File: src/rtl/core/krr_pkg.sv
package krr_pkg;

  localparam int unsigned MaxResults = 5;
  localparam int unsigned MaxEmits   = MaxResults - 1;
  localparam int unsigned RunLenW    = $clog2(MaxResults + 1);

  typedef enum logic [1:0] {
    ACT_EMIT    = 2'd0,
    ACT_CTRL    = 2'd1,
    ACT_PASS    = 2'd2,
    ACT_SWALLOW = 2'd3
  } krr_action_e;

  // virtual key codes
  localparam logic [7:0] KEY_BACK     = 8'h08;
  localparam logic [7:0] KEY_RETURN   = 8'h0D;
  localparam logic [7:0] KEY_CONTROL  = 8'h11;
  localparam logic [7:0] KEY_LCONTROL = 8'hA2;
  localparam logic [7:0] KEY_RCONTROL = 8'hA3;
  localparam logic [7:0] KEY_OEM1     = 8'hBA;
  localparam logic [7:0] KEY_PLUS     = 8'hBB;
  localparam logic [7:0] KEY_COMMA    = 8'hBC;
  localparam logic [7:0] KEY_MINUS    = 8'hBD;
  localparam logic [7:0] KEY_PERIOD   = 8'hBE;
  localparam logic [7:0] KEY_OEM2     = 8'hBF;
  localparam logic [7:0] KEY_OEM4     = 8'hDB;
  localparam logic [7:0] KEY_OEM6     = 8'hDD;
  localparam logic [7:0] KEY_OEM7     = 8'hDE;
  localparam logic [7:0] KEY_1        = 8'h31;
  localparam logic [7:0] KEY_2        = 8'h32;
  localparam logic [7:0] KEY_3        = 8'h33;
  localparam logic [7:0] KEY_4        = 8'h34;
  localparam logic [7:0] KEY_5        = 8'h35;
  localparam logic [7:0] KEY_A        = 8'h41;
  localparam logic [7:0] KEY_B        = 8'h42;
  localparam logic [7:0] KEY_C        = 8'h43;
  localparam logic [7:0] KEY_D        = 8'h44;
  localparam logic [7:0] KEY_E        = 8'h45;
  localparam logic [7:0] KEY_F        = 8'h46;
  localparam logic [7:0] KEY_G        = 8'h47;
  localparam logic [7:0] KEY_H        = 8'h48;
  localparam logic [7:0] KEY_I        = 8'h49;
  localparam logic [7:0] KEY_J        = 8'h4A;
  localparam logic [7:0] KEY_K        = 8'h4B;
  localparam logic [7:0] KEY_L        = 8'h4C;
  localparam logic [7:0] KEY_M        = 8'h4D;
  localparam logic [7:0] KEY_N        = 8'h4E;
  localparam logic [7:0] KEY_O        = 8'h4F;
  localparam logic [7:0] KEY_P        = 8'h50;
  localparam logic [7:0] KEY_Q        = 8'h51;
  localparam logic [7:0] KEY_R        = 8'h52;
  localparam logic [7:0] KEY_S        = 8'h53;
  localparam logic [7:0] KEY_T        = 8'h54;
  localparam logic [7:0] KEY_U        = 8'h55;
  localparam logic [7:0] KEY_V        = 8'h56;
  localparam logic [7:0] KEY_W        = 8'h57;
  localparam logic [7:0] KEY_X        = 8'h58;
  localparam logic [7:0] KEY_Y        = 8'h59;
  localparam logic [7:0] KEY_Z        = 8'h5A;

  typedef struct packed {
    logic [7:0] key_code;
    logic       key_release;
    logic       injected;
    logic       shift_held;
    logic       alt_held;
    logic       ime_on;
  } krr_item_t;

  typedef struct packed {
    krr_action_e action;
    logic [7:0]  emitted_key;
    logic        last_of_run;
  } krr_res_t;

  typedef krr_res_t [MaxResults-1:0] krr_run_t;

  typedef struct packed {
    logic             hit;
    logic [3:0][7:0]  seq;     // layer sequence, element 0 first
    logic [2:0]       len;
    logic [7:0]       plain;
    logic             clears;
  } krr_expand_t;

  typedef struct packed {
    logic       hit;
    logic [7:0] to;
  } krr_map_t;

  function automatic krr_expand_t expand_lookup(input logic [7:0] k);
    krr_expand_t e;
    e = '0;
    e.hit = 1'b1;
    case (k)
      KEY_1: e = '{1'b1, {KEY_N, KEY_N, KEY_A, KEY_Y}, 3'd4, KEY_1, 1'b1};
      KEY_2: e = '{1'b1, {KEY_N, KEY_N, KEY_O, KEY_Y}, 3'd4, KEY_2, 1'b1};
      KEY_3: e = '{1'b1, {KEY_N, KEY_N, KEY_E, KEY_Y}, 3'd4, KEY_3, 1'b1};
      KEY_4: e = '{1'b1, {KEY_N, KEY_N, KEY_U, KEY_Y}, 3'd4, KEY_4, 1'b1};
      KEY_5: e = '{1'b1, {KEY_N, KEY_N, KEY_I, KEY_H}, 3'd4, KEY_5, 1'b1};
      KEY_Q: e = '{1'b1, {8'h00, 8'h00, KEY_A, KEY_Y}, 3'd2, KEY_OEM7, 1'b1};
      KEY_W: e = '{1'b1, {8'h00, 8'h00, KEY_O, KEY_Y}, 3'd2, KEY_COMMA, 1'b1};
      KEY_E: e = '{1'b1, {8'h00, 8'h00, KEY_E, KEY_Y}, 3'd2, KEY_PERIOD, 1'b1};
      KEY_R: e = '{1'b1, {8'h00, 8'h00, KEY_U, KEY_Y}, 3'd2, KEY_MINUS, 1'b1};
      KEY_T: e = '{1'b1, {8'h00, 8'h00, KEY_I, KEY_H}, 3'd2, KEY_PLUS, 1'b1};
      KEY_Z: e = '{1'b1, {8'h00, KEY_N, KEY_N, KEY_A}, 3'd3, KEY_OEM1, 1'b0};
      KEY_X: e = '{1'b1, {8'h00, KEY_N, KEY_N, KEY_O}, 3'd3, KEY_X, 1'b0};
      KEY_C: e = '{1'b1, {8'h00, KEY_N, KEY_N, KEY_E}, 3'd3, KEY_C, 1'b0};
      KEY_V: e = '{1'b1, {8'h00, KEY_N, KEY_N, KEY_U}, 3'd3, KEY_L, 1'b0};
      KEY_B: e = '{1'b1, {8'h00, KEY_N, KEY_N, KEY_I}, 3'd3, KEY_OEM2, 1'b0};
      default: e = '0;
    endcase
    return e;
  endfunction

  function automatic krr_map_t map_lookup(input logic [7:0] k);
    krr_map_t m;
    m.hit = 1'b1;
    m.to  = 8'h00;
    case (k)
      KEY_MINUS:  m.to = KEY_OEM4;
      KEY_PLUS:   m.to = KEY_OEM6;
      KEY_Y:      m.to = KEY_Y;
      KEY_U:      m.to = KEY_D;
      KEY_I:      m.to = KEY_G;
      KEY_O:      m.to = KEY_F;
      KEY_P:      m.to = KEY_P;
      KEY_OEM4:   m.to = KEY_B;
      KEY_OEM6:   m.to = KEY_V;
      KEY_A:      m.to = KEY_A;
      KEY_S:      m.to = KEY_O;
      KEY_D:      m.to = KEY_E;
      KEY_F:      m.to = KEY_U;
      KEY_G:      m.to = KEY_I;
      KEY_H:      m.to = KEY_H;
      KEY_J:      m.to = KEY_T;
      KEY_K:      m.to = KEY_K;
      KEY_L:      m.to = KEY_R;
      KEY_OEM1:   m.to = KEY_S;
      KEY_OEM7:   m.to = KEY_Q;
      KEY_N:      m.to = KEY_N;
      KEY_M:      m.to = KEY_M;
      KEY_COMMA:  m.to = KEY_W;
      KEY_PERIOD: m.to = KEY_J;
      KEY_OEM2:   m.to = KEY_Z;
      default:    m.hit = 1'b0;
    endcase
    return m;
  endfunction

  function automatic logic is_consonant(input logic [7:0] k);
    logic c;
    case (k) inside
      KEY_B, KEY_C, KEY_D, KEY_F, KEY_G, KEY_H, KEY_J, KEY_K, KEY_L, KEY_M, KEY_N,
      KEY_P, KEY_Q, KEY_R, KEY_S, KEY_T, KEY_V, KEY_W, KEY_X, KEY_Y, KEY_Z: c = 1'b1;
      default: c = 1'b0;
    endcase
    return c;
  endfunction

endpackage

File: src/rtl/core/krr_in_if.sv
interface krr_in_if;
  logic       valid;
  logic       ready;
  logic [7:0] key_code;
  logic       key_release;
  logic       injected;
  logic       shift_held;
  logic       alt_held;
  logic       ime_on;

  modport source (
    output valid, key_code, key_release, injected, shift_held, alt_held, ime_on,
    input  ready
  );
  modport sink (
    input  valid, key_code, key_release, injected, shift_held, alt_held, ime_on,
    output ready
  );
endinterface

File: src/rtl/core/krr_out_if.sv
interface krr_out_if;
  logic       valid;
  logic       ready;
  logic [1:0] action;
  logic [7:0] emitted_key;
  logic       last_of_run;

  modport source (
    output valid, action, emitted_key, last_of_run,
    input  ready
  );
  modport sink (
    input  valid, action, emitted_key, last_of_run,
    output ready
  );
endinterface

File: src/rtl/core/krr_engine.sv
module krr_engine (
  input  logic               clk_i,
  input  logic               rst_ni,
  input  krr_pkg::krr_item_t item_i,
  input  logic               advance_i,
  output krr_pkg::krr_run_t  run_o,
  output logic [krr_pkg::RunLenW-1:0] run_len_o
);
  import krr_pkg::*;

  logic       ctrl_down_q, ctrl_down_d;
  logic       remap_en_q, remap_en_d;
  logic       ext_en_q, ext_en_d;
  logic [7:0] prev_key_q, prev_key_d;
  logic       layer_q, layer_d;

  logic [2:0]       n_emit;
  logic [3:0][7:0]  emit_key;
  krr_action_e      emit_act;
  krr_action_e      verdict;
  krr_expand_t      exp_hit;
  krr_map_t         map_hit;
  logic [7:0]       k;

  assign k       = item_i.key_code;
  assign exp_hit = expand_lookup(k);
  assign map_hit = map_lookup(k);

  always_comb begin
    ctrl_down_d = ctrl_down_q;
    remap_en_d  = remap_en_q;
    ext_en_d    = ext_en_q;
    prev_key_d  = prev_key_q;
    layer_d     = layer_q;
    n_emit      = 3'd0;
    emit_key    = '0;
    emit_act    = ACT_EMIT;
    verdict     = ACT_PASS;

    if (k == KEY_CONTROL || k == KEY_LCONTROL || k == KEY_RCONTROL) begin
      if (!item_i.injected) begin
        ctrl_down_d = !item_i.key_release;
        verdict     = ACT_SWALLOW;
      end
    end else if (item_i.key_release) begin
      verdict = ACT_PASS;
    end else if (ctrl_down_q && !item_i.injected) begin
      // ctrl chords
      n_emit  = 3'd1;
      verdict = ACT_SWALLOW;
      if (k == KEY_M) begin
        emit_key[0] = KEY_RETURN;
      end else if (k == KEY_H) begin
        emit_key[0] = KEY_BACK;
      end else begin
        emit_key[0] = k;
        emit_act    = ACT_CTRL;
      end
    end else if (item_i.alt_held && k == KEY_Q) begin
      remap_en_d = !remap_en_q;
      verdict    = ACT_SWALLOW;
    end else if (item_i.alt_held && k == KEY_X) begin
      ext_en_d = !ext_en_q;
      verdict  = ACT_SWALLOW;
    end else if (!remap_en_q || !item_i.ime_on) begin
      verdict = ACT_PASS;
    end else if (item_i.injected) begin
      verdict    = ACT_PASS;
      prev_key_d = k;
      if (!is_consonant(k)) begin
        layer_d = 1'b0;
      end else if (prev_key_q == k) begin
        layer_d = (k != KEY_N);
      end else if (prev_key_q == KEY_X && k == KEY_N) begin
        layer_d = 1'b0;
      end else if (layer_q) begin
        if (prev_key_q == KEY_Q) begin
          n_emit      = 3'd2;
          emit_key[0] = KEY_BACK;
          emit_key[1] = k;
        end else begin
          // wrap the consonant in vowels, keep the previous key
          n_emit      = 3'd3;
          emit_key[0] = KEY_A;
          emit_key[1] = k;
          emit_key[2] = KEY_A;
          verdict     = ACT_SWALLOW;
          prev_key_d  = prev_key_q;
        end
      end else if (ext_en_q && !item_i.shift_held) begin
        layer_d = 1'b1;
      end
    end else if (exp_hit.hit) begin
      verdict = ACT_SWALLOW;
      if (layer_q) begin
        n_emit   = exp_hit.len;
        emit_key = exp_hit.seq;
        if (exp_hit.clears) begin
          layer_d = 1'b0;
        end
      end else begin
        n_emit      = 3'd1;
        emit_key[0] = exp_hit.plain;
      end
    end else if (map_hit.hit) begin
      n_emit      = 3'd1;
      emit_key[0] = map_hit.to;
      verdict     = ACT_SWALLOW;
    end else begin
      prev_key_d = k;
      layer_d    = 1'b0;
      verdict    = ACT_PASS;
    end
  end

  // lay the run out: emissions first, verdict last
  always_comb begin
    run_o = '0;
    for (int i = 0; i < MaxResults; i++) begin
      if (i < MaxEmits && 3'(i) < n_emit) begin
        run_o[i].action      = emit_act;
        run_o[i].emitted_key = emit_key[i % MaxEmits];
        run_o[i].last_of_run = 1'b0;
      end else if (3'(i) == n_emit) begin
        run_o[i].action      = verdict;
        run_o[i].emitted_key = 8'h00;
        run_o[i].last_of_run = 1'b1;
      end
    end
  end

  assign run_len_o = RunLenW'(n_emit) + RunLenW'(1);

  always_ff @(posedge clk_i or negedge rst_ni) begin
    if (!rst_ni) begin
      ctrl_down_q <= 1'b0;
      remap_en_q  <= 1'b1;
      ext_en_q    <= 1'b1;
      prev_key_q  <= 8'h00;
      layer_q     <= 1'b0;
    end else if (advance_i) begin
      ctrl_down_q <= ctrl_down_d;
      remap_en_q  <= remap_en_d;
      ext_en_q    <= ext_en_d;
      prev_key_q  <= prev_key_d;
      layer_q     <= layer_d;
    end
  end

  a_ctrl_chord_one_emit: assert property (@(posedge clk_i) disable iff (!rst_ni)
    (emit_act == ACT_CTRL) |-> (n_emit == 3'd1 && verdict == ACT_SWALLOW))
    else $error("ctrl emission outside a single-emit swallow run");

  a_state_held: assert property (@(posedge clk_i) disable iff (!rst_ni)
    !advance_i |=> ($stable(prev_key_q) && $stable(layer_q) && $stable(ctrl_down_q)))
    else $error("state changed without an item");

endmodule

File: src/rtl/core/krr_run_buf.sv
module krr_run_buf (
  input  logic                        clk_i,
  input  logic                        rst_ni,
  input  logic                        load_i,
  input  krr_pkg::krr_run_t           run_i,
  input  logic [krr_pkg::RunLenW-1:0] run_len_i,
  output logic                        free_o,
  krr_out_if.source                   res_o
);
  import krr_pkg::*;

  krr_run_t             rb_q, rb_d;
  logic [RunLenW-1:0]   cnt_q, cnt_d;
  logic                 pop;

  assign pop    = res_o.valid && res_o.ready;
  assign free_o = (cnt_q == '0) || (cnt_q == RunLenW'(1) && pop);

  always_comb begin
    rb_d  = rb_q;
    cnt_d = cnt_q;
    if (load_i) begin
      rb_d  = run_i;
      cnt_d = run_len_i;
    end else if (pop) begin
      for (int i = 0; i < MaxResults - 1; i++) begin
        rb_d[i] = rb_q[i + 1];
      end
      rb_d[MaxResults-1] = '0;
      cnt_d = cnt_q - RunLenW'(1);
    end
  end

  always_ff @(posedge clk_i or negedge rst_ni) begin
    if (!rst_ni) begin
      cnt_q <= '0;
    end else begin
      cnt_q <= cnt_d;
    end
  end

  always_ff @(posedge clk_i) begin
    rb_q <= rb_d;
  end

  assign res_o.valid       = (cnt_q != '0);
  assign res_o.action      = rb_q[0].action;
  assign res_o.emitted_key = rb_q[0].emitted_key;
  assign res_o.last_of_run = rb_q[0].last_of_run;

  a_last_at_tail: assert property (@(posedge clk_i) disable iff (!rst_ni)
    res_o.valid |-> (rb_q[0].last_of_run == (cnt_q == RunLenW'(1))))
    else $error("verdict flag out of step with run count");

  a_cnt_bound: assert property (@(posedge clk_i) disable iff (!rst_ni)
    cnt_q <= RunLenW'(MaxResults))
    else $error("run count overflow");

  a_load_free: assert property (@(posedge clk_i) disable iff (!rst_ni)
    load_i |-> free_o)
    else $error("run loaded over pending results");

  a_load_len: assert property (@(posedge clk_i) disable iff (!rst_ni)
    load_i |=> cnt_q == $past(run_len_i))
    else $error("run length not captured");

endmodule

File: src/rtl/core/keyboard_layout_romaji_remapper.sv
// Romaji key remapper. Each key event transfer on evt_i yields a run of one to
// five result transfers on res_o: zero to four emitted keys (action emit or ctrl
// plus key) followed by exactly one verdict (pass or swallow the original event)
// flagged by last_of_run. An event waits in the input register, is decoded
// against the remapper state in the cycle it leaves and drops its whole run
// into a five-entry run buffer, which drains one result per cycle while res_o
// is ready. The next event is taken while the run still drains, and its run
// loads as the last result of the previous one leaves, so with res_o always
// ready the results of successive events follow back to back, paced by the
// single result port.
module keyboard_layout_romaji_remapper (
  input  logic    clk_i,
  input  logic    rst_ni,
  krr_in_if.sink  evt_i,
  krr_out_if.source res_o
);
  import krr_pkg::*;

  // input register
  logic      s1_valid_q;
  krr_item_t s1_item_q;

  // run handoff between decode and run buffer
  krr_run_t           run;
  logic [RunLenW-1:0] run_len;
  logic               rb_free;
  logic               load;

  // an item moves on once the run buffer has room for its run
  assign load        = s1_valid_q && rb_free;
  assign evt_i.ready = !s1_valid_q || load;

  always_ff @(posedge clk_i or negedge rst_ni) begin
    if (!rst_ni) begin
      s1_valid_q <= 1'b0;
    end else if (evt_i.ready) begin
      s1_valid_q <= evt_i.valid;
    end
  end

  // payload only, no reset needed
  always_ff @(posedge clk_i) begin
    if (evt_i.ready && evt_i.valid) begin
      s1_item_q <= '{evt_i.key_code, evt_i.key_release, evt_i.injected,
                     evt_i.shift_held, evt_i.alt_held, evt_i.ime_on};
    end
  end

  // decode and remapper state (ctrl tracking, toggles, consonant layer)
  krr_engine u_engine (
    .clk_i     (clk_i),
    .rst_ni    (rst_ni),
    .item_i    (s1_item_q),
    .advance_i (load),
    .run_o     (run),
    .run_len_o (run_len)
  );

  // serialize the run onto the result channel
  krr_run_buf u_run_buf (
    .clk_i     (clk_i),
    .rst_ni    (rst_ni),
    .load_i    (load),
    .run_i     (run),
    .run_len_i (run_len),
    .free_o    (rb_free),
    .res_o     (res_o)
  );

  a_stage_holds: assert property (@(posedge clk_i) disable iff (!rst_ni)
    (s1_valid_q && !load) |=> (s1_valid_q && $stable(s1_item_q)))
    else $error("input register dropped a waiting item");

endmodule
File: src/flat_wrapper.sv
// flat-port wrapper written by rule: the top's interface ports become plain ports
module keyboard_layout_romaji_remapper_flat import krr_pkg::*;
  (clk_i, rst_ni, evt_i_valid, evt_i_key_code, evt_i_key_release, evt_i_injected, evt_i_shift_held, evt_i_alt_held, evt_i_ime_on, evt_i_ready, res_o_valid, res_o_action, res_o_emitted_key, res_o_last_of_run, res_o_ready);
  krr_in_if evt_i_i ();
  krr_out_if res_o_i ();
  input  logic clk_i;
  input  logic rst_ni;
  input wire logic [$bits(evt_i_i.valid)-1:0] evt_i_valid;
  input wire logic [$bits(evt_i_i.key_code)-1:0] evt_i_key_code;
  input wire logic [$bits(evt_i_i.key_release)-1:0] evt_i_key_release;
  input wire logic [$bits(evt_i_i.injected)-1:0] evt_i_injected;
  input wire logic [$bits(evt_i_i.shift_held)-1:0] evt_i_shift_held;
  input wire logic [$bits(evt_i_i.alt_held)-1:0] evt_i_alt_held;
  input wire logic [$bits(evt_i_i.ime_on)-1:0] evt_i_ime_on;
  output wire logic [$bits(evt_i_i.ready)-1:0] evt_i_ready;
  output wire logic [$bits(res_o_i.valid)-1:0] res_o_valid;
  output wire logic [$bits(res_o_i.action)-1:0] res_o_action;
  output wire logic [$bits(res_o_i.emitted_key)-1:0] res_o_emitted_key;
  output wire logic [$bits(res_o_i.last_of_run)-1:0] res_o_last_of_run;
  input wire logic [$bits(res_o_i.ready)-1:0] res_o_ready;
  assign evt_i_i.valid = evt_i_valid;
  assign evt_i_i.key_code = evt_i_key_code;
  assign evt_i_i.key_release = evt_i_key_release;
  assign evt_i_i.injected = evt_i_injected;
  assign evt_i_i.shift_held = evt_i_shift_held;
  assign evt_i_i.alt_held = evt_i_alt_held;
  assign evt_i_i.ime_on = evt_i_ime_on;
  assign evt_i_ready = evt_i_i.ready;
  assign res_o_valid = res_o_i.valid;
  assign res_o_action = res_o_i.action;
  assign res_o_emitted_key = res_o_i.emitted_key;
  assign res_o_last_of_run = res_o_i.last_of_run;
  assign res_o_i.ready = res_o_ready;
  keyboard_layout_romaji_remapper u_core (.clk_i(clk_i), .rst_ni(rst_ni), .evt_i(evt_i_i), .res_o(res_o_i));
endmodule
File: config.mk
export PLATFORM = sky130hd
export DESIGN_NAME = keyboard_layout_romaji_remapper_flat
export DESIGN_NICKNAME = d
export VERILOG_FILES = /design/src/rtl/core/krr_pkg.sv /design/src/rtl/core/krr_in_if.sv /design/src/rtl/core/krr_out_if.sv /design/src/rtl/core/krr_engine.sv /design/src/rtl/core/krr_run_buf.sv /design/src/rtl/core/keyboard_layout_romaji_remapper.sv /design/src/flat_wrapper.sv
export SDC_FILE = /design/constraint.sdc
export NUM_CORES = 1
export LEC_CHECK = 0
export BUFFER_PORTS_ARGS = -buffer_cell sky130_fd_sc_hd__buf_2
export CORE_MARGIN = 1.5
export CORE_UTILIZATION = 60
export DETAILED_ROUTE_END_ITERATION = 7
export HOLD_SLACK_MARGIN = 0.06
export PLACE_DENSITY = 0.79
export SLEW_MARGIN = 20
export SYNTH_ARGS = -nofsm -noshare
export SYNTH_HDL_FRONTEND = slang
export SYNTH_SLANG_ARGS = --single-unit
File: constraint.sdc
create_clock -name clk_i -period 8.2 [get_ports clk_i]
set_clock_uncertainty 0.1 [all_clocks]
set_input_delay 0 -clock clk_i [delete_from_list [all_inputs] [get_ports clk_i]]
set_output_delay 0 -clock clk_i [all_outputs]
set_load 0.01 [all_outputs]
==> impl_metrics.json <==
{
  "run_status": "finished clean",
  "initial_utilization": 0.619,
  "worst_setup_path_end_kind": "register",
  "cts.htree.levels": 3,
  "clockRootBuffer": "sky130_fd_sc_hd__clkbuf_8",
  "cts_buffers": 9,
  "fp.coreArea_mm2": 0.00679,
  "worstSetupPathType": "register to register",
  "synth_commonest_cells": "sky130_fd_sc_hd__nand2_1, sky130_fd_sc_hd__edfxtp_1, sky130_fd_sc_hd__nor2_1, sky130_fd_sc_hd__clkbuf_1, sky130_fd_sc_hd__o21ai_0",
  "post_synth_inst_count": 459,
  "final.period_utilization": 0.529,
  "grt_pass1_wl_um": 19900,
  "setup_tns_ns": 0,
  "drt.antenna.violating_nets": 0,
  "track_usage": 0.353,
  "first_global_vias": 3728,
  "yosys.area.top_type": "sky130_fd_sc_hd__edfxtp_1",
  "ys_top_cells_by_area": "sky130_fd_sc_hd__edfxtp_1, sky130_fd_sc_hd__dfrtp_1, sky130_fd_sc_hd__nand2_1",
  "report.power.total_mw": 1.31,
  "synthArstFlopShare": 0.271,
  "buffer_ports.inserted": 29,
  "drt_drc_violations_left": 0,
  "slew_headroom": 0.281,
  "yosysSeqAreaShare": 0.403,
  "die_w_um": 86.7,
  "synth_area_per_cell_um2": 9.16,
  "grt_antenna_before_repair": 0,
  "hold_violations": 0,
  "pwr-share-clk": 0.203,
  "num_antenna_cells": 0,
  "yosys_warnings": 0,
  "crit_required_ns": 8.20,
  "synthDominantCellAreaShare": 0.307,
  "p_per_area_mw_per_mm2": 280,
  "iter_0_drt_violations": 610,
  "yosys_most_used_dff": "sky130_fd_sc_hd__edfxtp_1",
  "area_growth_syn_to_layout_pct": 11.7,
  "clk_latency_ns": 0.35,
  "grt_setup_unrepaired": "no",
  "irDropWorstVdd_mv": 0.225,
  "finalWirelength_um": 12600,
  "synth_seq_cells": 59,
  "crit_path_start_kind": "register",
  "timing.critical_path.fanout_max": 22,
  "power.leakage_nw": 1.65,
  "part_of_the_power_in_registers": 0.402,
  "minimum_period_implied_by_the_final_worst_setup_slack_ns": 4.34,
  "maxClockFrequency_ghz": 0.231,
  "synth_enable_flop_cells": 43,
  "post_layout_net_count": 503,
  "die-height_um": 86.7,
  "netSwitchingFraction": 0.405,
  "max_cap_viol_count": 0,
  "clk_pin_slew_worst_paths_ns": 0.07,
  "power.share.combinational": 0.394,
  "hold_class": "input pin to register",
  "cts_num_sinks": 59,
  "avgRoutedWirePerCell_um": 21.5,
  "globalRouteOverflowTotal": 0,
  "drt-pass1-iter-count": 6,
  "finalSetupViolCount": 0,
  "crit_arrival_ns": 4.34,
  "dieArea_mm2": 0.00752,
  "gp_routability_congestion": 1.07,
  "route.vias.total": 4026,
  "internal-power_mw": 0.781,
  "synthMostInstantiatedCell": "sky130_fd_sc_hd__nand2_1",
  "ioPinCount": 30,
  "layout-drive-gt1-share": 0.140,
  "clock_path_buffers": 2,
  "power_switching_mw": 0.532,
  "post_synth_instance_area_mm2": 0.00421,
  "maximum_number_of_pins_on_one_net_before_global_route_repair": 46,
  "cts_resized": 0,
  "timing_worst_slew_pin_value_ns": 1.07,
  "vias_per_std_cell": 6.91,
  "floorplan.rows": 30,
  "tritoncts": "done",
  "final-max-slew-violation-count": 0,
  "post-dp-hpwl_um": 8100,
  "synth.distinct_cells": 86
}
power groups by stage:
stage          Clock (mW)  Combinational (mW)  Sequential, mW
6_report            0.267               0.518           0.528
5_1_grt             0.282               0.562           0.537
4_1_cts             0.266               0.503           0.527
3_3_place_gp            0               0.484           0.526
3_5_place_dp            0               0.494           0.533
2_1_floorplan           0               0.400           0.502
layer usage:
layer / up-vias / wire length [um] / part of all wire / GRT usage
li1: 1800 / - / - / -
met1: 1884 / 4850 / 0.39 / 0.456
met2: 284 / 5870 / 0.47 / 0.540
met3: 58 / 1230 / 0.098 / 0.0924
met4: 0 / 606 / 0.048 / 0.195
met5: - / 0 / 0 / 0
placed cells by master (no fill, tap or decap), types with 7 or more instances in the layout:
| cell | instances |
|---|---|
| sky130_fd_sc_hd__o21ai_0 | 26 |
| sky130_fd_sc_hd__clkbuf_8 | 9 |
| sky130_fd_sc_hd__dfrtp_1 | 14 |
| sky130_fd_sc_hd__nand2b_1 | 8 |
| sky130_fd_sc_hd__nor2_1 | 36 |
| sky130_fd_sc_hd__buf_2 | 29 |
| sky130_fd_sc_hd__nand4_1 | 10 |
| sky130_fd_sc_hd__nor3_1 | 14 |
| sky130_fd_sc_hd__nand2_1 | 50 |
| sky130_fd_sc_hd__buf_4 | 7 |
| sky130_fd_sc_hd__a21oi_1 | 22 |
| sky130_fd_sc_hd__nand3_1 | 9 |
| sky130_fd_sc_hd__inv_1 | 10 |
| sky130_fd_sc_hd__xnor2_1 | 11 |
| sky130_fd_sc_hd__edfxtp_1 | 43 |
| sky130_fd_sc_hd__o31ai_1 | 8 |
| sky130_fd_sc_hd__a31oi_1 | 7 |
| sky130_fd_sc_hd__dlygate4sd3_1 | 18 |
kinds of logic after synthesis:
kind of cell / after synthesis / share of synthesized area
muxes: 9 / 0.0235
xor gates and xnor gates: 15 / 0.0312
other: 1 / 0.000892
buffers and inverters: 54 / 0.0586
and+or+nand+nor: 175 / 0.220
AOI/OAI and AO/OA: 141 / 0.248
adders and majority gates: 5 / 0.0143
DFF: 59 / 0.403
through the flow:
| stage | std cells | utilization | hold slack [ns] | area [um2] | setup WS [ns] |
|---|---|---|---|---|---|
| 2_1_floorplan | 460 | - | -0.396 | 4210 | 4.77 |
| 3_3_place_gp | 549 | 0.636 | -0.175 | 4320 | 4.14 |
| 3_5_place_dp | 549 | 0.636 | -0.171 | 4320 | 3.98 |
| 4_1_cts | 583 | 0.691 | 0.253 | 4690 | 3.97 |
| 5_1_grt | 583 | 0.691 | 0.254 | 4700 | 3.60 |
| 6_report | 583 | 0.691 | 0.256 | 4700 | 3.86 |
worst paths after layout:
path | from | end | slack, ns | cells after the start
worst max register to register | u_core.s1_item_q[9]$_DFFE_PP_ | u_core.u_run_buf.res_o.action[0]$_DFFE_PP_ | 3.86 | 12
worst min-delay path | evt_i_key_code[4] | u_core.s1_item_q[9]$_DFFE_PP_ | 0.26 | 2
min in group asynchronous | rst_ni | u_core.u_engine.ext_en_q$_DFFE_PN1P_ | 0.60 | 3
worst min register to register | u_core.u_engine.remap_en_q$_DFFE_PN1P_ | u_core.u_engine.remap_en_q$_DFFE_PN1P_ | 0.39 | 1
max in group asynchronous | rst_ni | u_core.u_engine.prev_key_q[1]$_DFFE_PN0P_ | 6.28 | 4
worst max-delay path | u_core.s1_item_q[9]$_DFFE_PP_ | u_core.u_run_buf.res_o.action[0]$_DFFE_PP_ | 3.86 | 12
critical path: stages, from the launching register on:
cell and delay (ns):
sky130_fd_sc_hd__edfxtp_1 0.77, sky130_fd_sc_hd__nand4bb_1 0.70, sky130_fd_sc_hd__nor2_1 0.32, sky130_fd_sc_hd__o311ai_2 0.17, sky130_fd_sc_hd__o41ai_2 0.48, sky130_fd_sc_hd__o21ai_2 0.18
sky130_fd_sc_hd__o31a_2 0.39, sky130_fd_sc_hd__nand2b_1 0.17, sky130_fd_sc_hd__ha_1 0.19, sky130_fd_sc_hd__nand2_1 0.11, sky130_fd_sc_hd__nor2_1 0.05, sky130_fd_sc_hd__o311a_1 0.13
sky130_fd_sc_hd__a221o_1 0.32
area by class of cell:
cell class	count	area, um2
clock inverters	7	67.6
clock buffers	9	124
multi-input cells	347	2270
flip-flops and latches	59	1690
fillers	518	2100
inverters	11	41.3
well taps	96	120
repair buffers	54	378
timing repair:
item / CTS / global route
hold buffers: 18 / 0
buffers inserted: 0 / 0
hold endpoints to repair: 31 / 0
setup endpoints to repair: 0 / 0
registers in the layout (all words and copies together) (netlist names), 2 cells and up:
name	flops
u_core.u_run_buf.rb_q	20
u_core.s1_item_q	13
u_core.u_engine.prev_key_q	8
u_core.u_run_buf.res_o.emitted_key	8
u_core.u_run_buf.cnt_q	3
u_core.u_run_buf.res_o.action	2
Power figures use the tool's default switching activity.
